--- config.mk ---
export PLATFORM = sky130hd
export DESIGN_NAME = ylut_front
export DESIGN_NICKNAME = d
export VERILOG_FILES = /design/src/rtl/core/yuv_to_rgb_3d_lut_grader_core_macros.svh /design/src/rtl/core/ylut_pkg.sv /design/src/rtl/core/ylut_front.sv
export SDC_FILE = /design/constraint.sdc
export NUM_CORES = 2
export LEC_CHECK = 0
export ABC_AREA = 1
export ABC_CLOCK_PERIOD_IN_PS = 9450
export BUFFER_PORTS_ARGS = -buffer_cell sky130_fd_sc_hd__buf_4
export CELL_PAD_IN_SITES_DETAIL_PLACEMENT = 1
export CELL_PAD_IN_SITES_GLOBAL_PLACEMENT = 2
export CORE_MARGIN = 5
export CORE_UTILIZATION = 42
export CTS_BUF_LIST = sky130_fd_sc_hd__clkbuf_8
export CTS_CLUSTER_DIAMETER = 200
export DETAILED_ROUTE_END_ITERATION = 12
export GPL_ROUTABILITY_DRIVEN = 0
export PLACE_DENSITY_LB_ADDON = 0.08
export SLEW_MARGIN = 20
export SYNTH_ARGS = -nofsm -noshare
export SYNTH_HDL_FRONTEND = slang
export SYNTH_SLANG_ARGS = --single-unit
--- constraint.sdc ---
create_clock -name clk_i -period 9.45 [get_ports clk_i]
set_input_delay 1.89 -clock clk_i [delete_from_list [all_inputs] [get_ports clk_i]]
set_output_delay 1.89 -clock clk_i [all_outputs]
set_load 0.01 [all_outputs]
--- src/rtl/core/yuv_to_rgb_3d_lut_grader_core_macros.svh ---
// ----------------------------------------------------------------------------
// yuv_to_rgb_3d_lut_grader_core_macros
// assertion helpers shared by the grader rtl
// ----------------------------------------------------------------------------
`ifndef YUV_TO_RGB_3D_LUT_GRADER_CORE_MACROS_SVH
`define YUV_TO_RGB_3D_LUT_GRADER_CORE_MACROS_SVH

// condition must never hold outside reset
`define YLUT_ASSERT_NEVER(lbl, clk, rst_n, cond, msg) \
  lbl: assert property (@(posedge clk) disable iff (!rst_n) !(cond)) else $error(msg);

// antecedent implies consequent in the same cycle
`define YLUT_ASSERT_IMPL(lbl, clk, rst_n, ante, cons, msg) \
  lbl: assert property (@(posedge clk) disable iff (!rst_n) (ante) |-> (cons)) \
    else $error(msg);

`endif

--- src/rtl/core/ylut_pkg.sv ---
// ----------------------------------------------------------------------------
// ylut_pkg
// shared constants, types and helpers of the ycbcr 3d lut grader
// ----------------------------------------------------------------------------
`default_nettype none

package ylut_pkg;

  localparam int unsigned GridPointsDef = 33;
  localparam int unsigned EntryBitsDef  = 16;

  typedef enum logic {
    FuncWrite = 1'b0,
    FuncPixel = 1'b1
  } func_e;

  // bt.601 video range coefficients, scaled by 256
  localparam int CoefY   = 298;
  localparam int CoefRv  = 409;
  localparam int CoefGu  = 100;
  localparam int CoefGv  = 208;
  localparam int CoefBu  = 516;
  localparam int OffY    = 16;
  localparam int OffC    = 128;
  localparam int RoundN  = 128;
  localparam int NumMax  = 65280;

  // floor(2^30 / 255) for the divide by 255
  localparam int unsigned Recip255   = 4210752;
  localparam int unsigned Recip255Sh = 30;

  typedef struct packed {
    logic vld;
    logic pix;
  } ylut_ctrl_t;

  function automatic logic [15:0] clamp_num(logic signed [19:0] n);
    logic [15:0] r;
    if (n < 0) begin
      r = 16'd0;
    end else if (n > 20'(NumMax)) begin
      r = 16'(NumMax);
    end else begin
      r = n[15:0];
    end
    return r;
  endfunction

endpackage

`default_nettype wire

--- src/rtl/core/ylut_front.sv ---
// ----------------------------------------------------------------------------
// ylut_front
// color conversion, grid coordinates, entry index split and bank addressing
// ----------------------------------------------------------------------------
`default_nettype none

module ylut_front #(
  parameter int unsigned GridPoints = ylut_pkg::GridPointsDef,
  parameter int unsigned EntryBits  = ylut_pkg::EntryBitsDef,
  localparam int unsigned Half      = GridPoints / 2 + 1,
  localparam int unsigned AddrW     = $clog2(Half * Half * Half)
) (
  input  wire logic                          clk_i,
  input  wire logic                          rst_ni,
  input  wire logic                          en_i,
  input  wire logic                          beat_i,
  input  wire logic                          func_i,
  input  wire logic [15:0]                   entry_index_i,
  input  wire logic [15:0]                   entry_red_i,
  input  wire logic [15:0]                   entry_green_i,
  input  wire logic [15:0]                   entry_blue_i,
  input  wire logic [7:0]                    luma_i,
  input  wire logic [7:0]                    chroma_blue_i,
  input  wire logic [7:0]                    chroma_red_i,
  output ylut_pkg::ylut_ctrl_t               ctrl_o,
  output logic      [7:0]                    bank_we_o,
  output logic      [7:0][AddrW-1:0]         bank_addr_o,
  output logic      [3*EntryBits-1:0]        wdata_o,
  output logic      [2:0][15:0]              frac_o,
  output logic      [2:0]                    par_o,
  output logic      [2:0][7:0]               pass_o
);

  localparam int unsigned CW     = $clog2(GridPoints);
  localparam int unsigned HW     = $clog2(Half);
  localparam int unsigned MW     = 16 + CW;
  localparam int unsigned QW     = MW - 7;
  localparam int unsigned EW     = 3 * EntryBits;
  localparam int unsigned TableN = GridPoints * GridPoints * GridPoints;
  localparam logic [47:0] RecipG = 48'((64'd1 << 32) / GridPoints);

  function automatic logic [HW-1:0] half_pt(logic [CW-1:0] p, logic sel);
    logic [CW:0] pt;
    pt = (CW+1)'(p) + (CW+1)'(p[0] ^ sel);
    return HW'(pt >> 1);
  endfunction

  function automatic logic [AddrW-1:0] bank_addr(logic [HW-1:0] hx, logic [HW-1:0] hy,
                                                 logic [HW-1:0] hz);
    return AddrW'((AddrW'(hz) * AddrW'(Half) + AddrW'(hy)) * AddrW'(Half) + AddrW'(hx));
  endfunction

  // ---------------- stage 1: conversion numerators, first index split
  logic signed [9:0]  c_s, d_s, e_s;
  logic signed [19:0] nr_w, ng_w, nb_w;
  logic [2:0][15:0]   n_w;
  logic [2:0][7:0]    pass_w;
  logic [47:0]        prod1_w;

  assign c_s = $signed({2'b00, luma_i}) - 10'(ylut_pkg::OffY);
  assign d_s = $signed({2'b00, chroma_blue_i}) - 10'(ylut_pkg::OffC);
  assign e_s = $signed({2'b00, chroma_red_i}) - 10'(ylut_pkg::OffC);

  assign nr_w = 20'(ylut_pkg::CoefY * c_s + ylut_pkg::CoefRv * e_s + ylut_pkg::RoundN);
  assign ng_w = 20'(ylut_pkg::CoefY * c_s - ylut_pkg::CoefGu * d_s - ylut_pkg::CoefGv * e_s
                    + ylut_pkg::RoundN);
  assign nb_w = 20'(ylut_pkg::CoefY * c_s + ylut_pkg::CoefBu * d_s + ylut_pkg::RoundN);

  assign n_w[0] = ylut_pkg::clamp_num(nr_w);
  assign n_w[1] = ylut_pkg::clamp_num(ng_w);
  assign n_w[2] = ylut_pkg::clamp_num(nb_w);

  always_comb begin
    for (int k = 0; k < 3; k++) begin
      pass_w[k] = 8'((17'(n_w[k]) + 17'd128) >> 8);
    end
  end

  assign prod1_w = 48'(entry_index_i) * RecipG;

  ylut_pkg::ylut_ctrl_t s1_ctrl_q, s2_ctrl_q, s3_ctrl_q, s4_ctrl_q, s5_ctrl_q;
  logic [2:0][15:0] s1_n_q;
  logic [2:0][7:0]  s1_pass_q, s2_pass_q, s3_pass_q, s4_pass_q, s5_pass_q;
  logic [EW-1:0]    s1_ent_q, s2_ent_q, s3_ent_q, s4_ent_q, s5_ent_q;
  logic [15:0]      s1_idx_q, s1_q1e_q;
  logic             s1_ok_q, s2_ok_q, s3_ok_q, s4_ok_q;

  // ---------------- stage 2: scale by grid size, finish first split
  logic [2:0][MW-1:0] m_w;
  logic [23:0]        r1_w;
  logic [CW-1:0]      x_w;
  logic [15:0]        q1_w;

  always_comb begin
    for (int k = 0; k < 3; k++) begin
      m_w[k] = MW'(s1_n_q[k]) * MW'(GridPoints - 1);
    end
    r1_w = 24'(s1_idx_q) - 24'(s1_q1e_q) * 24'(GridPoints);
    if (r1_w >= 24'(GridPoints)) begin
      x_w  = CW'(r1_w - 24'(GridPoints));
      q1_w = s1_q1e_q + 16'd1;
    end else begin
      x_w  = CW'(r1_w);
      q1_w = s1_q1e_q;
    end
  end

  logic [2:0][MW-1:0] s2_m_q, s3_m_q;
  logic [CW-1:0]      s2_x_q, s3_x_q, s4_x_q;
  logic [15:0]        s2_q1_q, s3_q1_q, s3_q2e_q;

  // ---------------- stage 3: reciprocal multiplies
  logic [2:0][QW-1:0]  qe_w;
  logic [MW+22:0]      pr_w [3];
  logic [47:0]         prod2_w;

  always_comb begin
    for (int k = 0; k < 3; k++) begin
      pr_w[k] = (MW+23)'(s2_m_q[k]) * (MW+23)'(ylut_pkg::Recip255);
      qe_w[k] = QW'(pr_w[k] >> ylut_pkg::Recip255Sh);
    end
  end

  assign prod2_w = 48'(s2_q1_q) * RecipG;

  logic [2:0][QW-1:0] s3_qe_q;

  // ---------------- stage 4: quotient correction, grid point and fraction
  logic [2:0][CW-1:0] p_w;
  logic [2:0][15:0]   f_w;
  logic [MW-1:0]      r3_w;
  logic [QW-1:0]      qf_w;
  logic [MW:0]        c_w;
  logic [CW:0]        pr0_w;
  logic [23:0]        r2_w;
  logic [CW-1:0]      y_w, z_w;

  always_comb begin
    for (int k = 0; k < 3; k++) begin
      r3_w  = s3_m_q[k] - MW'(s3_qe_q[k]) * MW'(255);
      qf_w  = (r3_w >= MW'(255)) ? s3_qe_q[k] + QW'(1) : s3_qe_q[k];
      c_w   = (MW+1)'(s3_m_q[k]) + (MW+1)'(qf_w);
      pr0_w = c_w[MW:16];
      p_w[k] = (pr0_w > (CW+1)'(GridPoints - 1)) ? CW'(GridPoints - 1) : CW'(pr0_w);
      f_w[k] = c_w[15:0];
    end
    r2_w = 24'(s3_q1_q) - 24'(s3_q2e_q) * 24'(GridPoints);
    if (r2_w >= 24'(GridPoints)) begin
      y_w = CW'(r2_w - 24'(GridPoints));
      z_w = CW'(s3_q2e_q + 16'd1);
    end else begin
      y_w = CW'(r2_w);
      z_w = CW'(s3_q2e_q);
    end
  end

  logic [2:0][CW-1:0] s4_p_q;
  logic [2:0][15:0]   s4_f_q, s5_f_q;
  logic [CW-1:0]      s4_y_q, s4_z_q;

  // ---------------- stage 5: per bank address, eight corners by parity
  logic [7:0][AddrW-1:0] addr_w;
  logic [7:0]            we_w;
  logic [2:0]            wbank_w;
  logic [AddrW-1:0]      waddr_w;
  logic [AddrW-1:0]      raddr_w;

  always_comb begin
    wbank_w = {s4_z_q[0], s4_y_q[0], s4_x_q[0]};
    waddr_w = bank_addr(HW'(s4_x_q >> 1), HW'(s4_y_q >> 1), HW'(s4_z_q >> 1));
    for (int b = 0; b < 8; b++) begin
      raddr_w = bank_addr(half_pt(s4_p_q[0], 1'(b)), half_pt(s4_p_q[1], 1'(b >> 1)),
                          half_pt(s4_p_q[2], 1'(b >> 2)));
      addr_w[b] = s4_ctrl_q.pix ? raddr_w : waddr_w;
      we_w[b]   = s4_ctrl_q.vld && !s4_ctrl_q.pix && s4_ok_q && (wbank_w == 3'(b));
    end
  end

  logic [7:0]            s5_we_q;
  logic [7:0][AddrW-1:0] s5_addr_q;
  logic [2:0]            s5_par_q;

  always_ff @(posedge clk_i or negedge rst_ni) begin
    if (!rst_ni) begin
      s1_ctrl_q <= '0;
      s2_ctrl_q <= '0;
      s3_ctrl_q <= '0;
      s4_ctrl_q <= '0;
      s5_ctrl_q <= '0;
      s5_we_q   <= '0;
    end else if (en_i) begin
      s1_ctrl_q <= '{vld: beat_i, pix: (func_i == ylut_pkg::FuncPixel)};
      s2_ctrl_q <= s1_ctrl_q;
      s3_ctrl_q <= s2_ctrl_q;
      s4_ctrl_q <= s3_ctrl_q;
      s5_ctrl_q <= s4_ctrl_q;
      s5_we_q   <= we_w;
    end
  end

  always_ff @(posedge clk_i) begin
    if (en_i) begin
      s1_n_q    <= n_w;
      s1_pass_q <= pass_w;
      s1_ent_q  <= {entry_blue_i[EntryBits-1:0], entry_green_i[EntryBits-1:0],
                    entry_red_i[EntryBits-1:0]};
      s1_idx_q  <= entry_index_i;
      s1_q1e_q  <= prod1_w[47:32];
      s1_ok_q   <= (32'(entry_index_i) < 32'(TableN));

      s2_m_q    <= m_w;
      s2_x_q    <= x_w;
      s2_q1_q   <= q1_w;
      s2_pass_q <= s1_pass_q;
      s2_ent_q  <= s1_ent_q;
      s2_ok_q   <= s1_ok_q;

      s3_m_q    <= s2_m_q;
      s3_qe_q   <= qe_w;
      s3_x_q    <= s2_x_q;
      s3_q1_q   <= s2_q1_q;
      s3_q2e_q  <= prod2_w[47:32];
      s3_pass_q <= s2_pass_q;
      s3_ent_q  <= s2_ent_q;
      s3_ok_q   <= s2_ok_q;

      s4_p_q    <= p_w;
      s4_f_q    <= f_w;
      s4_x_q    <= s3_x_q;
      s4_y_q    <= y_w;
      s4_z_q    <= z_w;
      s4_pass_q <= s3_pass_q;
      s4_ent_q  <= s3_ent_q;
      s4_ok_q   <= s3_ok_q;

      s5_addr_q <= addr_w;
      s5_f_q    <= s4_f_q;
      s5_par_q  <= {s4_p_q[2][0], s4_p_q[1][0], s4_p_q[0][0]};
      s5_pass_q <= s4_pass_q;
      s5_ent_q  <= s4_ent_q;
    end
  end

  assign ctrl_o      = s5_ctrl_q;
  assign bank_we_o   = s5_we_q;
  assign bank_addr_o = s5_addr_q;
  assign wdata_o     = s5_ent_q;
  assign frac_o      = s5_f_q;
  assign par_o       = s5_par_q;
  assign pass_o      = s5_pass_q;

endmodule

`default_nettype wire

==> results by group <==
Run status
  • Status: complete, no violations

Timing
  • Final min period: 8.63 ns
  • Worst Skew: 0.0723 ns
  • Final Max Slew Viols: 0
  • Hold Slack: 0.377 ns
  • Worst slew pin tran: 1.08 ns
  • Worst rel slew slack: 0.283
  • Setup Viol. Count Final: 0
  • RSZ-0062 raised after global routing: no
  • Setup TNS Final: 0 ns
  • Final period util: 0.914
  • Final hold violations: 0
  • Fmax: 116 MHz

CTS
  • Hold_buf cts: 0
  • Worst-Skew Late Latency: 0.95 ns
  • # Post-CTS Setup Buffers: 0
  • Clk buf depth: 3
  • Clk sinks: 871
  • CTS buffer count: 153
  • CTS tree: built
  • CTS clock-pin slew for the worst setup and hold paths: 0.06 ns
  • # H-tree levels: 4
  • Root Buffer: clkbuf_8
  • PostCTS Resize Cnt: 0

Critical path
  • Crit. End Element: register
  • Crit Path Class: in2reg
  • Startpoint types: primary input
  • Reg2reg start: s3_qe_q[35]
  • CP peak stage delay: 0.61 ns
  • FF-to-FF path depth: 37
  • Critical R2R Capture: s4_p_q[14]
  • Critical-path top delay cell: xor2_1
  • Max FO, Critical Path: 6
  • CP most frequent cell: nand2_1
  • Critical Path AT: 9.29 ns
  • CP required: 10.11 ns
  • FF-to-FF setup slack: 1.08 ns

Floorplanning
  • Core area: 162000 µm²
  • Die Y: 414 µm
  • Full die area: 171000 µm²
  • Initial core utilization: 0.422
  • Top Ports: 330
  • Die W: 414 µm
  • Row cnt: 148

Yosys
  • Synth Instances: 6826
  • Seq/Total Area, Yosys: 0.381
  • Async set or reset register ratio after synthesis: 0.0207
  • Synth unique cells: 72
  • Synth Flop Type: edfxtp_1
  • FF+latch count, synth: 871
  • Yosys warnings: 0
  • Mapped Area: 68500 µm²
  • Post-synth EDFFs: 853
  • Syn_area_per_cell: 10.0 µm²

Global routing
  • First-pass GRT wire length: 284000 µm
  • Largest net degree at the start of global routing: 165
  • Total grt overflow: 0
  • Number of global-route vias before repair: 51900
  • Gr usage total: 0.210
  • Initial antenna violation count: 12

Worst hold path
  • Worst hold path type: reg2reg
  • Hold path start: s1_n_q[22]
  • Hold EP: s2_m_q[33]
  • Hold Path Depth: 0

Flow run
  • Max Cap Viol: 0

Drt
  • Vias per cell: 4.95
  • DRT Wirelength: 177000 µm
  • 1st-iter DRT viols: 1949
  • First-pass detailed-route iteration total: 6
  • Drt wl/cell: 18.4 µm
  • Drc violations: 0
  • Via count: 47600
  • Routed Antenna Nets: 0

Place
  • Dpl hpwl: 148000 µm
  • Port-buffer cells: 329

Finish
  • Layout area overhead: 12.6%
  • Layout Nets: 8819
  • Layout cells sized above 1: 0.0914
  • Fillers: 18300
  • Final core occ: 0.475
## layer usage
metal / global-route usage / up-vias / wire, µm
li1: - / 23500 / -
met1: 0.281 / 23200 / 81900
met2: 0.361 / 643 / 85700
met3: 0.0296 / 218 / 6250
met4: 0.0502 / 4 / 3580
met5: 0 / - / 22
## flip-flops by register name, indices dropped and copies added, names as in the netlist, 12 cells and up
name / cells
s3_q1_q: 12
s4_ent_q: 48
s3_ent_q: 48
s3_pass_q: 24
s1_ent_q: 48
frac_o: 48
s1_idx_q: 16
s1_n_q: 46
s4_pass_q: 24
s4_p_q: 18
bank_addr_o: 104
s3_qe_q: 42
s2_m_q: 46
s1_pass_q: 24
s2_ent_q: 48
s2_pass_q: 24
s2_q1_q: 12
pass_o: 24
s4_f_q: 48
s3_m_q: 46
wdata_o: 48
## kinds of logic (layout without fill, tap and decap cells)
logic type,Yosys count,in the layout,share of synthesized area
compound gates,776,776,0.0631
xor+xnor,352,352,0.0455
fa+ha+maj,1407,1407,0.305
buf+inv,1359,1977,0.0752
flops,871,871,0.381
other cells,1,9,0.0000548
simple gates,2060,2060,0.130
## Yosys cell counts (all sizes together) (11+ instances only)
master | instances | area, µm²
clkbuf | 19 | 71.3
a21oi | 358 | 1870
a31oi | 22 | 138
nand3 | 302 | 1550
ha | 965 | 12100
o21ai | 275 | 1380
buf | 12 | 96.3
and2 | 20 | 125
nor4 | 11 | 81.3
o21bai | 36 | 270
inv | 1327 | 4980
a21o | 19 | 143
o211ai | 13 | 103
nor3 | 53 | 270
nand2 | 1098 | 4210
nor2 | 452 | 1800
o31ai | 21 | 158
xor2 | 244 | 2170
edfxtp | 853 | 25600
fa | 442 | 8850
or2 | 15 | 93.8
xnor2 | 108 | 946
dfrtp | 18 | 450
nand4 | 73 | 484
nand3b | 23 | 189
## cells in the final DEF (no fill, tap or decap), types with 12 or more instances in the layout
cell type	count
bufinv_16	12
o211ai_1	12
a31oi_1	22
and2_1	20
dfrtp_1	17
nand2_2	24
clkinv_2	19
buf_4	361
nor2_1	436
xor2_1	241
edfxtp_1	853
inv_1	1359
nor3_1	52
ha_1	965
o21ai_1	36
nand2_1	1070
clkbuf_8	153
o31ai_1	21
nand4_1	70
o21bai_1	36
nand3b_1	21
a21o_1	19
a21oi_1	340
o21ai_0	238
a21oi_2	17
fa_1	442
or2_2	12
clkinv_1	39
xnor2_1	108
nand3_1	295
## how the worst max path moves through the flow
stage | startpoint | endpoint | cells past startpoint
floorplan | luma_i[4] | s1_pass_q[7] | 39
global placement | luma_i[4] | s1_pass_q[7] | 41
finish | luma_i[4] | s1_pass_q[7] | 41
detailed placement | luma_i[4] | s1_pass_q[7] | 41
CTS | luma_i[4] | s1_pass_q[7] | 41
global route | luma_i[4] | s1_pass_q[7] | 41
## through the flow
step / area, µm² / std cells / setup WS, ns
4_1_cts: 77100 / 9622 / 0.817
6_report: 77100 / 9627 / 0.817
5_1_grt: 77100 / 9626 / 0.189
2_1_floorplan: 68500 / 6829 / 0.564
3_5_place_dp: 73900 / 9339 / -0.203
3_3_place_gp: 73900 / 9339 / -0.0528
## worst max-delay path, delay by kind of cell
| kind | cells | cell delay, ns |
|---|---|---|
| and+or+nand+nor | 16 | 1.56 |
| buffers and inverters | 9 | 0.62 |
| AOI/OAI and AO/OA | 4 | 0.71 |
| adders and majority gates | 10 | 3.64 |
| xor gates and xnor gates | 2 | 0.87 |
## layout make-up
class | count | area, µm² | share of cell area
Sequential cell | 871 | 26100 | 0.338
Inverter | 1328 | 4980 | 0.0646
Multi-Input combinational cell | 4599 | 37300 | 0.484
Timing Repair Buffer | 366 | 2810 | 0.0364
Clock inverter | 130 | 1120 | 0.0146
Tap cell | 2175 | 2720 | 0.0353
Clock buffer | 153 | 2110 | 0.0273
Antenna cell | 5 | 12.5 | 0.000162
Power is not shown: default switching activity piles up to over one toggle a cycle in this logic, so the estimate is an artifact.
